[src/hdl/mfau_pkg.sv]
// ----------------------------------------------------------------------------
// mfau_pkg
// Shared types and constants for the motor feedback angle unwrap block.
// ----------------------------------------------------------------------------
package mfau_pkg;

  localparam logic [10:0] FirstId = 11'h205;

  localparam int AngleW  = 16;
  localparam int StepW   = 18;
  localparam int AccW    = 40;
  localparam int TotalW  = 48;
  localparam int VelW    = 33;
  localparam int ScaleW  = 16;
  localparam int SlotW   = 3;
  localparam int InDataW = 104;
  localparam int OutDataW = 176;

  localparam logic CfgAngleScale    = 1'b0;
  localparam logic CfgVelocityScale = 1'b1;

  typedef struct packed {
    logic [SlotW-1:0]         slot;
    logic [1:0]               motor_index;
    logic [AngleW-1:0]        angle_raw;
    logic signed [15:0]       rpm_raw;
    logic signed [15:0]       current_raw;
    logic [7:0]               temperature_raw;
    logic [31:0]              update_time;
  } word_t;

  typedef struct packed {
    logic [ScaleW-1:0] angle_scale;
    logic [ScaleW-1:0] velocity_scale;
  } cfg_t;

endpackage

[src/hdl/motor_feedback_angle_unwrap.sv]
// ----------------------------------------------------------------------------
// motor_feedback_angle_unwrap
// Decodes motor feedback frames into multi-turn angle and velocity.
// ----------------------------------------------------------------------------
// Queued words pass s1, s2 and the output register in turn; frames outside
// the motor identifier window are consumed without a result. Throughput is one
// word per cycle while the output is not stalled, set by the per-motor unwrap
// and accumulate step at the head of the back end; a two-entry queue lets the
// input keep flowing while a result waits on the output. Writes to the scale
// registers must be made only while the block is idle; the block does not enforce this.
// ----------------------------------------------------------------------------
module motor_feedback_angle_unwrap import mfau_pkg::*; #(
  parameter int MOTORS         = 4,
  parameter int TICKS_PER_TURN = 8192
) (
  input  logic                clk_i,
  input  logic                rst_ni,
  input  logic                cfg_we_i,
  input  logic                cfg_index_i,
  input  logic [ScaleW-1:0]   cfg_wdata_i,
  input  logic                s_axis_tvalid,
  output logic                s_axis_tready,
  // frame_id, angle_high, angle_low, speed_high, speed_low, current_high,
  // current_low, temperature_byte, now_time
  input  logic [InDataW-1:0]  s_axis_tdata,
  output logic                m_axis_tvalid,
  input  logic                m_axis_tready,
  // motor_index, angle_raw, rpm_raw, current_raw, temperature_raw,
  // total_angle, velocity, update_time
  output logic [OutDataW-1:0] m_axis_tdata
);

  cfg_t  cfg_q;
  logic  q_push, q_full, q_pop, q_empty;
  word_t q_in, q_out;

  always_ff @(posedge clk_i or negedge rst_ni) begin
    if (!rst_ni) begin
      cfg_q.angle_scale    <= 16'd150;
      cfg_q.velocity_scale <= 16'd20480;
    end else if (cfg_we_i) begin
      case (cfg_index_i)
        CfgAngleScale:    cfg_q.angle_scale    <= cfg_wdata_i;
        CfgVelocityScale: cfg_q.velocity_scale <= cfg_wdata_i;
        default: ;
      endcase
    end
  end

  mfau_front #(
    .Motors (MOTORS)
  ) u_front (
    .s_axis_tvalid (s_axis_tvalid),
    .s_axis_tready (s_axis_tready),
    .s_axis_tdata  (s_axis_tdata),
    .q_full_i      (q_full),
    .q_push_o      (q_push),
    .q_word_o      (q_in)
  );

  mfau_queue u_queue (
    .clk_i   (clk_i),
    .rst_ni  (rst_ni),
    .push_i  (q_push),
    .word_i  (q_in),
    .full_o  (q_full),
    .pop_i   (q_pop),
    .empty_o (q_empty),
    .word_o  (q_out)
  );

  mfau_back #(
    .Motors       (MOTORS),
    .TicksPerTurn (TICKS_PER_TURN)
  ) u_back (
    .clk_i         (clk_i),
    .rst_ni        (rst_ni),
    .cfg_i         (cfg_q),
    .q_empty_i     (q_empty),
    .q_word_i      (q_out),
    .q_pop_o       (q_pop),
    .m_axis_tvalid (m_axis_tvalid),
    .m_axis_tready (m_axis_tready),
    .m_axis_tdata  (m_axis_tdata)
  );

endmodule

[src/hdl/mfau_front.sv]
// ----------------------------------------------------------------------------
// mfau_front
// Accepts feedback frames, drops identifiers outside the motor window and
// unpacks the data bytes into a queue word.
// ----------------------------------------------------------------------------
module mfau_front import mfau_pkg::*; #(
  parameter int Motors = 4
) (
  input  logic               s_axis_tvalid,
  output logic               s_axis_tready,
  input  logic [InDataW-1:0] s_axis_tdata,
  input  logic               q_full_i,
  output logic               q_push_o,
  output word_t              q_word_o
);

  logic [10:0] frame_id;
  logic [10:0] id_off;
  logic        in_window;

  assign frame_id  = s_axis_tdata[10:0];
  assign id_off    = frame_id - FirstId;
  assign in_window = (frame_id >= FirstId) && (id_off < 11'(Motors));

  assign s_axis_tready = !q_full_i;
  assign q_push_o      = s_axis_tvalid && !q_full_i && in_window;

  always_comb begin
    q_word_o.slot            = id_off[SlotW-1:0];
    q_word_o.motor_index     = id_off[1:0];
    q_word_o.angle_raw       = {s_axis_tdata[18:11], s_axis_tdata[26:19]};
    q_word_o.rpm_raw         = $signed({s_axis_tdata[34:27], s_axis_tdata[42:35]});
    q_word_o.current_raw     = $signed({s_axis_tdata[50:43], s_axis_tdata[58:51]});
    q_word_o.temperature_raw = s_axis_tdata[66:59];
    q_word_o.update_time     = s_axis_tdata[98:67];
  end

endmodule

[src/hdl/mfau_queue.sv]
// ----------------------------------------------------------------------------
// mfau_queue
// Two-entry queue between the frame front end and the update back end.
// ----------------------------------------------------------------------------
module mfau_queue import mfau_pkg::*; (
  input  logic  clk_i,
  input  logic  rst_ni,
  input  logic  push_i,
  input  word_t word_i,
  output logic  full_o,
  input  logic  pop_i,
  output logic  empty_o,
  output word_t word_o
);

  word_t      mem_q [2];
  logic       wr_ptr_q, wr_ptr_d;
  logic       rd_ptr_q, rd_ptr_d;
  logic [1:0] count_q, count_d;
  logic       do_pop;

  assign full_o  = (count_q == 2'd2);
  assign empty_o = (count_q == 2'd0);
  assign word_o  = mem_q[rd_ptr_q];
  assign do_pop  = pop_i && !empty_o;

  always_comb begin
    wr_ptr_d = push_i ? ~wr_ptr_q : wr_ptr_q;
    rd_ptr_d = do_pop ? ~rd_ptr_q : rd_ptr_q;
    count_d  = count_q + 2'(push_i) - 2'(do_pop);
  end

  always_ff @(posedge clk_i or negedge rst_ni) begin
    if (!rst_ni) begin
      wr_ptr_q <= 1'b0;
      rd_ptr_q <= 1'b0;
      count_q  <= 2'd0;
    end else begin
      wr_ptr_q <= wr_ptr_d;
      rd_ptr_q <= rd_ptr_d;
      count_q  <= count_d;
    end
  end

  always_ff @(posedge clk_i) begin
    if (push_i) begin
      mem_q[wr_ptr_q] <= word_i;
    end
  end

endmodule

[src/hdl/mfau_back.sv]
// ----------------------------------------------------------------------------
// mfau_back
// Per-motor unwrap and accumulate, split scaling multiplies and the output
// register.
// ----------------------------------------------------------------------------
module mfau_back import mfau_pkg::*; #(
  parameter int Motors       = 4,
  parameter int TicksPerTurn = 8192
) (
  input  logic                clk_i,
  input  logic                rst_ni,
  input  cfg_t                cfg_i,
  input  logic                q_empty_i,
  input  word_t               q_word_i,
  output logic                q_pop_o,
  output logic                m_axis_tvalid,
  input  logic                m_axis_tready,
  output logic [OutDataW-1:0] m_axis_tdata
);

  localparam int IdxW = (Motors > 1) ? $clog2(Motors) : 1;
  localparam logic signed [StepW-1:0] Turn = StepW'(TicksPerTurn);
  localparam logic signed [StepW-1:0] Half = StepW'(TicksPerTurn / 2);
  localparam logic signed [AccW-1:0]  AccMax = {1'b0, {(AccW-1){1'b1}}};
  localparam logic signed [AccW-1:0]  AccMin = {1'b1, {(AccW-1){1'b0}}};
  localparam logic signed [TotalW-1:0] TotMax = {1'b0, {(TotalW-1){1'b1}}};
  localparam logic signed [TotalW-1:0] TotMin = {1'b1, {(TotalW-1){1'b0}}};

  logic [AngleW-1:0]      last_angle_q [Motors];
  logic signed [AccW-1:0] tick_q       [Motors];

  logic                   adv;
  logic [IdxW-1:0]        idx;
  logic signed [StepW-1:0] diff, step;
  logic signed [AccW:0]   sum;
  logic signed [AccW-1:0] acc_d;

  logic                   s1_valid_q;
  word_t                  s1_word_q;
  logic signed [AccW-1:0] s1_acc_q;

  logic                   s2_valid_q;
  word_t                  s2_word_q;
  logic signed [37:0]     s2_plo_q, s2_plo_d;
  logic signed [36:0]     s2_phi_q, s2_phi_d;
  logic signed [VelW-1:0] s2_vel_q, s2_vel_d;

  logic signed [56:0]     total_full;
  logic signed [TotalW-1:0] total_d;

  logic                   out_valid_q;
  word_t                  out_word_q;
  logic signed [TotalW-1:0] out_total_q;
  logic signed [VelW-1:0] out_vel_q;

  assign adv     = !out_valid_q || m_axis_tready;
  assign q_pop_o = adv && !q_empty_i;
  assign idx     = q_word_i.slot[IdxW-1:0];

  // unwrap the step once, then accumulate with saturation
  always_comb begin
    diff = $signed({2'b00, q_word_i.angle_raw}) - $signed({2'b00, last_angle_q[idx]});
    if (diff < -Half) begin
      step = diff + Turn;
    end else if (diff > Half) begin
      step = diff - Turn;
    end else begin
      step = diff;
    end
    sum = {tick_q[idx][AccW-1], tick_q[idx]} + {{(AccW+1-StepW){step[StepW-1]}}, step};
    if (sum[AccW] != sum[AccW-1]) begin
      acc_d = sum[AccW] ? AccMin : AccMax;
    end else begin
      acc_d = sum[AccW-1:0];
    end
  end

  always_ff @(posedge clk_i or negedge rst_ni) begin
    if (!rst_ni) begin
      for (int i = 0; i < Motors; i++) begin
        last_angle_q[i] <= '0;
        tick_q[i]       <= '0;
      end
    end else if (q_pop_o) begin
      last_angle_q[idx] <= q_word_i.angle_raw;
      tick_q[idx]       <= acc_d;
    end
  end

  // split the accumulator so each multiply stays narrow
  always_comb begin
    s2_plo_d = 38'($signed({1'b0, s1_acc_q[19:0]})) * 38'($signed({1'b0, cfg_i.angle_scale}));
    s2_phi_d = 37'($signed(s1_acc_q[AccW-1:20])) * 37'($signed({1'b0, cfg_i.angle_scale}));
    s2_vel_d = VelW'(s1_word_q.rpm_raw) * VelW'($signed({1'b0, cfg_i.velocity_scale}));
  end

  always_comb begin
    total_full = (57'(s2_phi_q) <<< 20) + 57'(s2_plo_q);
    if ((&total_full[56:TotalW-1]) || !(|total_full[56:TotalW-1])) begin
      total_d = total_full[TotalW-1:0];
    end else begin
      total_d = total_full[56] ? TotMin : TotMax;
    end
  end

  always_ff @(posedge clk_i or negedge rst_ni) begin
    if (!rst_ni) begin
      s1_valid_q  <= 1'b0;
      s2_valid_q  <= 1'b0;
      out_valid_q <= 1'b0;
    end else if (adv) begin
      s1_valid_q  <= !q_empty_i;
      s2_valid_q  <= s1_valid_q;
      out_valid_q <= s2_valid_q;
    end
  end

  always_ff @(posedge clk_i) begin
    if (adv) begin
      s1_word_q   <= q_word_i;
      s1_acc_q    <= acc_d;
      s2_word_q   <= s1_word_q;
      s2_plo_q    <= s2_plo_d;
      s2_phi_q    <= s2_phi_d;
      s2_vel_q    <= s2_vel_d;
      out_word_q  <= s2_word_q;
      out_total_q <= total_d;
      out_vel_q   <= s2_vel_q;
    end
  end

  assign m_axis_tvalid = out_valid_q;
  assign m_axis_tdata  = {5'b0,
                          out_word_q.update_time,
                          out_vel_q,
                          out_total_q,
                          out_word_q.temperature_raw,
                          out_word_q.current_raw,
                          out_word_q.rpm_raw,
                          out_word_q.angle_raw,
                          out_word_q.motor_index};

endmodule

[config.mk]
export PLATFORM = sky130hd
export DESIGN_NAME = motor_feedback_angle_unwrap
export DESIGN_NICKNAME = d
export VERILOG_FILES = /design/src/hdl/mfau_pkg.sv /design/src/hdl/motor_feedback_angle_unwrap.sv /design/src/hdl/mfau_front.sv /design/src/hdl/mfau_queue.sv /design/src/hdl/mfau_back.sv
export SDC_FILE = /design/constraint.sdc
export NUM_CORES = 2
export LEC_CHECK = 0
export BUFFER_PORTS_ARGS = -buffer_cell sky130_fd_sc_hd__buf_2
export CAP_MARGIN = 20
export CELL_PAD_IN_SITES_DETAIL_PLACEMENT = 1
export CELL_PAD_IN_SITES_GLOBAL_PLACEMENT = 1
export CORE_ASPECT_RATIO = 0.9
export CORE_MARGIN = 3
export CORE_UTILIZATION = 40
export DETAILED_ROUTE_END_ITERATION = 12
export GPL_ROUTABILITY_DRIVEN = 0
export PLACE_DENSITY_LB_ADDON = 0.08
export SYNTH_ARGS = -nofsm -noshare
export SYNTH_HDL_FRONTEND = slang
export SYNTH_SLANG_ARGS = --single-unit
[constraint.sdc]
create_clock -name clk_i -period 21.5 [get_ports clk_i]
set_clock_uncertainty 0.15 [all_clocks]
set_input_delay 2.15 -clock clk_i [delete_from_list [all_inputs] [get_ports clk_i]]
set_output_delay 2.15 -clock clk_i [all_outputs]
set_load 0.05 [all_outputs]
==> results.cfg <==
[worst_setup_path]
worstPathRequired_ps = 21810
crit_path_max_incr_delay_ps = 790
crit_type = reg -> reg
worst-path-max-fanout = 59
critPathLaunchType = register
end_kind = register
cp.arrival_ps = 10590
ff2ff_path_depth = 32
cp_slowest_cell = buf_4

[cts]
cts_buffers = 103
htreeDepth = 3
clk_pin_slew_ps = 60
cts_tree = done
post_cts.repair.setup_buffers = 0
clock-sinks = 940
cts_max_path_buffers = 3
clkLatencyLatePin_ps = 770
ctsResizeCount = 0
root_buffer = clkbuf_16
cts-hold-fix-buffers = 0

[timing]
tightest_slew_ps = 1100
slew_violations = 0
finalHoldViolCount = 0
tns_ps = 0
fin_crit_sh_pct = 47.8
fmaxAchievable_mhz = 97.3
min_period_ps = 10280
maxSlewHeadroom_pct = 26.7
setup-violations-final = 0
rsz0062_at_grt = false

[layout]
utilization_pct = 45.0
mostFrequentLayoutCell = inv_1
nNetsFinal = 7479
layout_common_cells = inv_1 (1004), nand2_1 (777), fa_1 (768)
layout-drive-gt1-share_pct = 12.5
fin_cells = 8512
areaGrowthSynthToFinish_pct = 11.1

[synthesis]
synth_cells = 5938
synthArstFlopShare_pct = 28.0
avgSynthCellArea_um2 = 11.4
yosysWarnings = 0
ys.flop_type = edfxtp_1
netlist_area_um2 = 67800
ys_ff_latch = 940
synth.distinct_cells = 83
synth-seq-area-share_pct = 39.7
synth_edf_count = 677

[detailed_routing]
antenna_left = 0
drc_errors = 0
wl_met3_mm = 6.26
drt_iter0_markers = 2078
first_pass_iters = 5
vias_per_cell = 5.01
maxUsedRoutingLayer = met4
num_vias = 42700
routed_wl_mm = 171
wl_met2_mm = 80.3
post_drt_wl_per_cell_um = 20.0
met1Wirelength_mm = 80.4

[run]
drv_cap = 0

[global_route]
overflow = 0
grt_usage_pct = 20.2
grt_pass1_vias = 47100
grt_max_degree = 160
grt_pass1_wl_mm = 275
antenna_found_initial = 22

[floorplanning]
fp.dieH_um = 397
pin_count = 304
core-area_um2 = 168000
initial_utilization_pct = 40.5
fp.dieW_um = 440
dieArea_um2 = 175000
rows = 142

[place]
placed_cells = 8314
port_buffers = 293
dp_hpwl_mm = 126

[run_status]
status = finished, final reports clean

[worst_hold_path]
min_path_cells = 0
min_path_type = reg -> reg
## per-stage QoR
| step | area, µm² | hold WS, ps | setup WS, ps |
|---|---|---|---|
| floorplan | 67900 | 250 | 2950 |
| global placement | 71900 | 251 | 11280 |
| detailed placement | 71900 | 256 | 11160 |
| CTS | 75400 | 263 | 11130 |
| global route | 75400 | 270 | 10540 |
| finish | 75400 | 265 | 11220 |
## synthesized netlist by cell type (all sizes together) (4+ instances only)
cell | n | area share (%)
a211o | 6 | 0.077
a211oi | 19 | 0.21
a21boi | 6 | 0.066
a21o | 73 | 0.81
a21oi | 238 | 1.8
a221o | 5 | 0.074
a2bb2oi | 4 | 0.052
a31o | 4 | 0.052
a31oi | 16 | 0.15
a41oi | 4 | 0.052
and2 | 358 | 3.3
and3 | 19 | 0.18
buf | 29 | 0.22
clkbuf | 205 | 1.1
dfrtp | 257 | 9.5
dfstp | 6 | 0.23
edfxtp | 677 | 30
fa | 768 | 23
ha | 398 | 7.3
inv | 1005 | 5.6
mux2 | 138 | 2.3
mux2i | 21 | 0.37
mux4 | 56 | 1.9
nand2 | 777 | 4.3
nand2b | 39 | 0.36
nand3 | 32 | 0.24
nand4 | 15 | 0.14
nor2 | 152 | 0.84
nor2b | 20 | 0.18
nor3 | 34 | 0.25
nor4 | 8 | 0.074
o211ai | 10 | 0.12
o21a | 23 | 0.25
o21ai | 237 | 1.7
o21bai | 20 | 0.22
o22ai | 8 | 0.074
o31ai | 4 | 0.044
o41ai | 4 | 0.052
or2 | 5 | 0.046
or3 | 8 | 0.074
xnor2 | 129 | 1.7
xor2 | 51 | 0.66
## worst paths after layout
path	from	endpoint	slack (ps)
max reg2reg	u_queue.rd_ptr_q$_DFFE_PN0P_	u_back.s1_acc_q[2]$_DFFE_PP_	11220
max	u_queue.rd_ptr_q$_DFFE_PN0P_	u_back.s1_acc_q[2]$_DFFE_PP_	11220
max in group asynchronous	rst_ni	cfg_q[28]$_DFFE_PN0P_	17820
min reg2reg	u_back.s1_word_q[8]$_DFFE_PP_	u_back.s2_word_q[8]$_DFFE_PP_	260
min	u_back.s1_word_q[8]$_DFFE_PP_	u_back.s2_word_q[8]$_DFFE_PP_	260
min in group asynchronous	rst_ni	u_back.tick_q[39]$_DFFE_PN0P_	1290
## worst max-delay path: cells and delay by family, from the launching register on
family | cells | cell delay [ps]
flops | 1 | 430
buf+inv | 7 | 2270
mux | 2 | 760
xor+xnor | 1 | 350
compound gates | 16 | 4120
fa+ha+maj | 2 | 680
simple gates | 4 | 1180
## per-layer routing
metal	vias to the layer above	global-route usage [%]
li1	19700	-
met1	22200	28.5
met2	583	33.2
met3	214	2.88
met4	0	4.14
met5	-	0
## cell families after synthesis
group	Yosys count	synth area share (%)
other	1	0.00553
AND/OR/NAND/NOR	1483	10.2
adder cells (fa/ha/maj)	1166	30.0
flip-flops	940	39.7
XOR/XNOR	180	2.32
multiplexers	215	4.52
buffers and inverters	1240	6.92
AO/OA/AOI/OAI	713	6.36
## final cells by class
type,instances,area [µm²]
timing repair buffer,374,2100
antenna,5,12.5
multi-input combinational,3762,36300
clock inverter,49,529
fill,18000,92200
inverter,1006,3780
sequential,940,26900
clock buffer,144,2920
tap,2232,2790
## sequential cells by signal, summed over array words and instances, names as in the netlist, 2 cells and up
name                 count
u_back.s2_word_q        90
cfg_q                   32
u_back.s1_acc_q         40
u_back.s2_phi_q         37
u_back.out_vel_q        33
u_queue.mem_q          180
u_queue.count_q          2
u_back.m_axis_tdata     90
u_back.tick_q          160
u_back.out_total_q      48
u_back.s2_plo_q         36
u_back.last_angle_q     64
u_back.s1_word_q        90
u_back.s2_vel_q         33
Power is not shown: default switching activity piles up to over one toggle a cycle in this logic, so the estimate is an artifact.
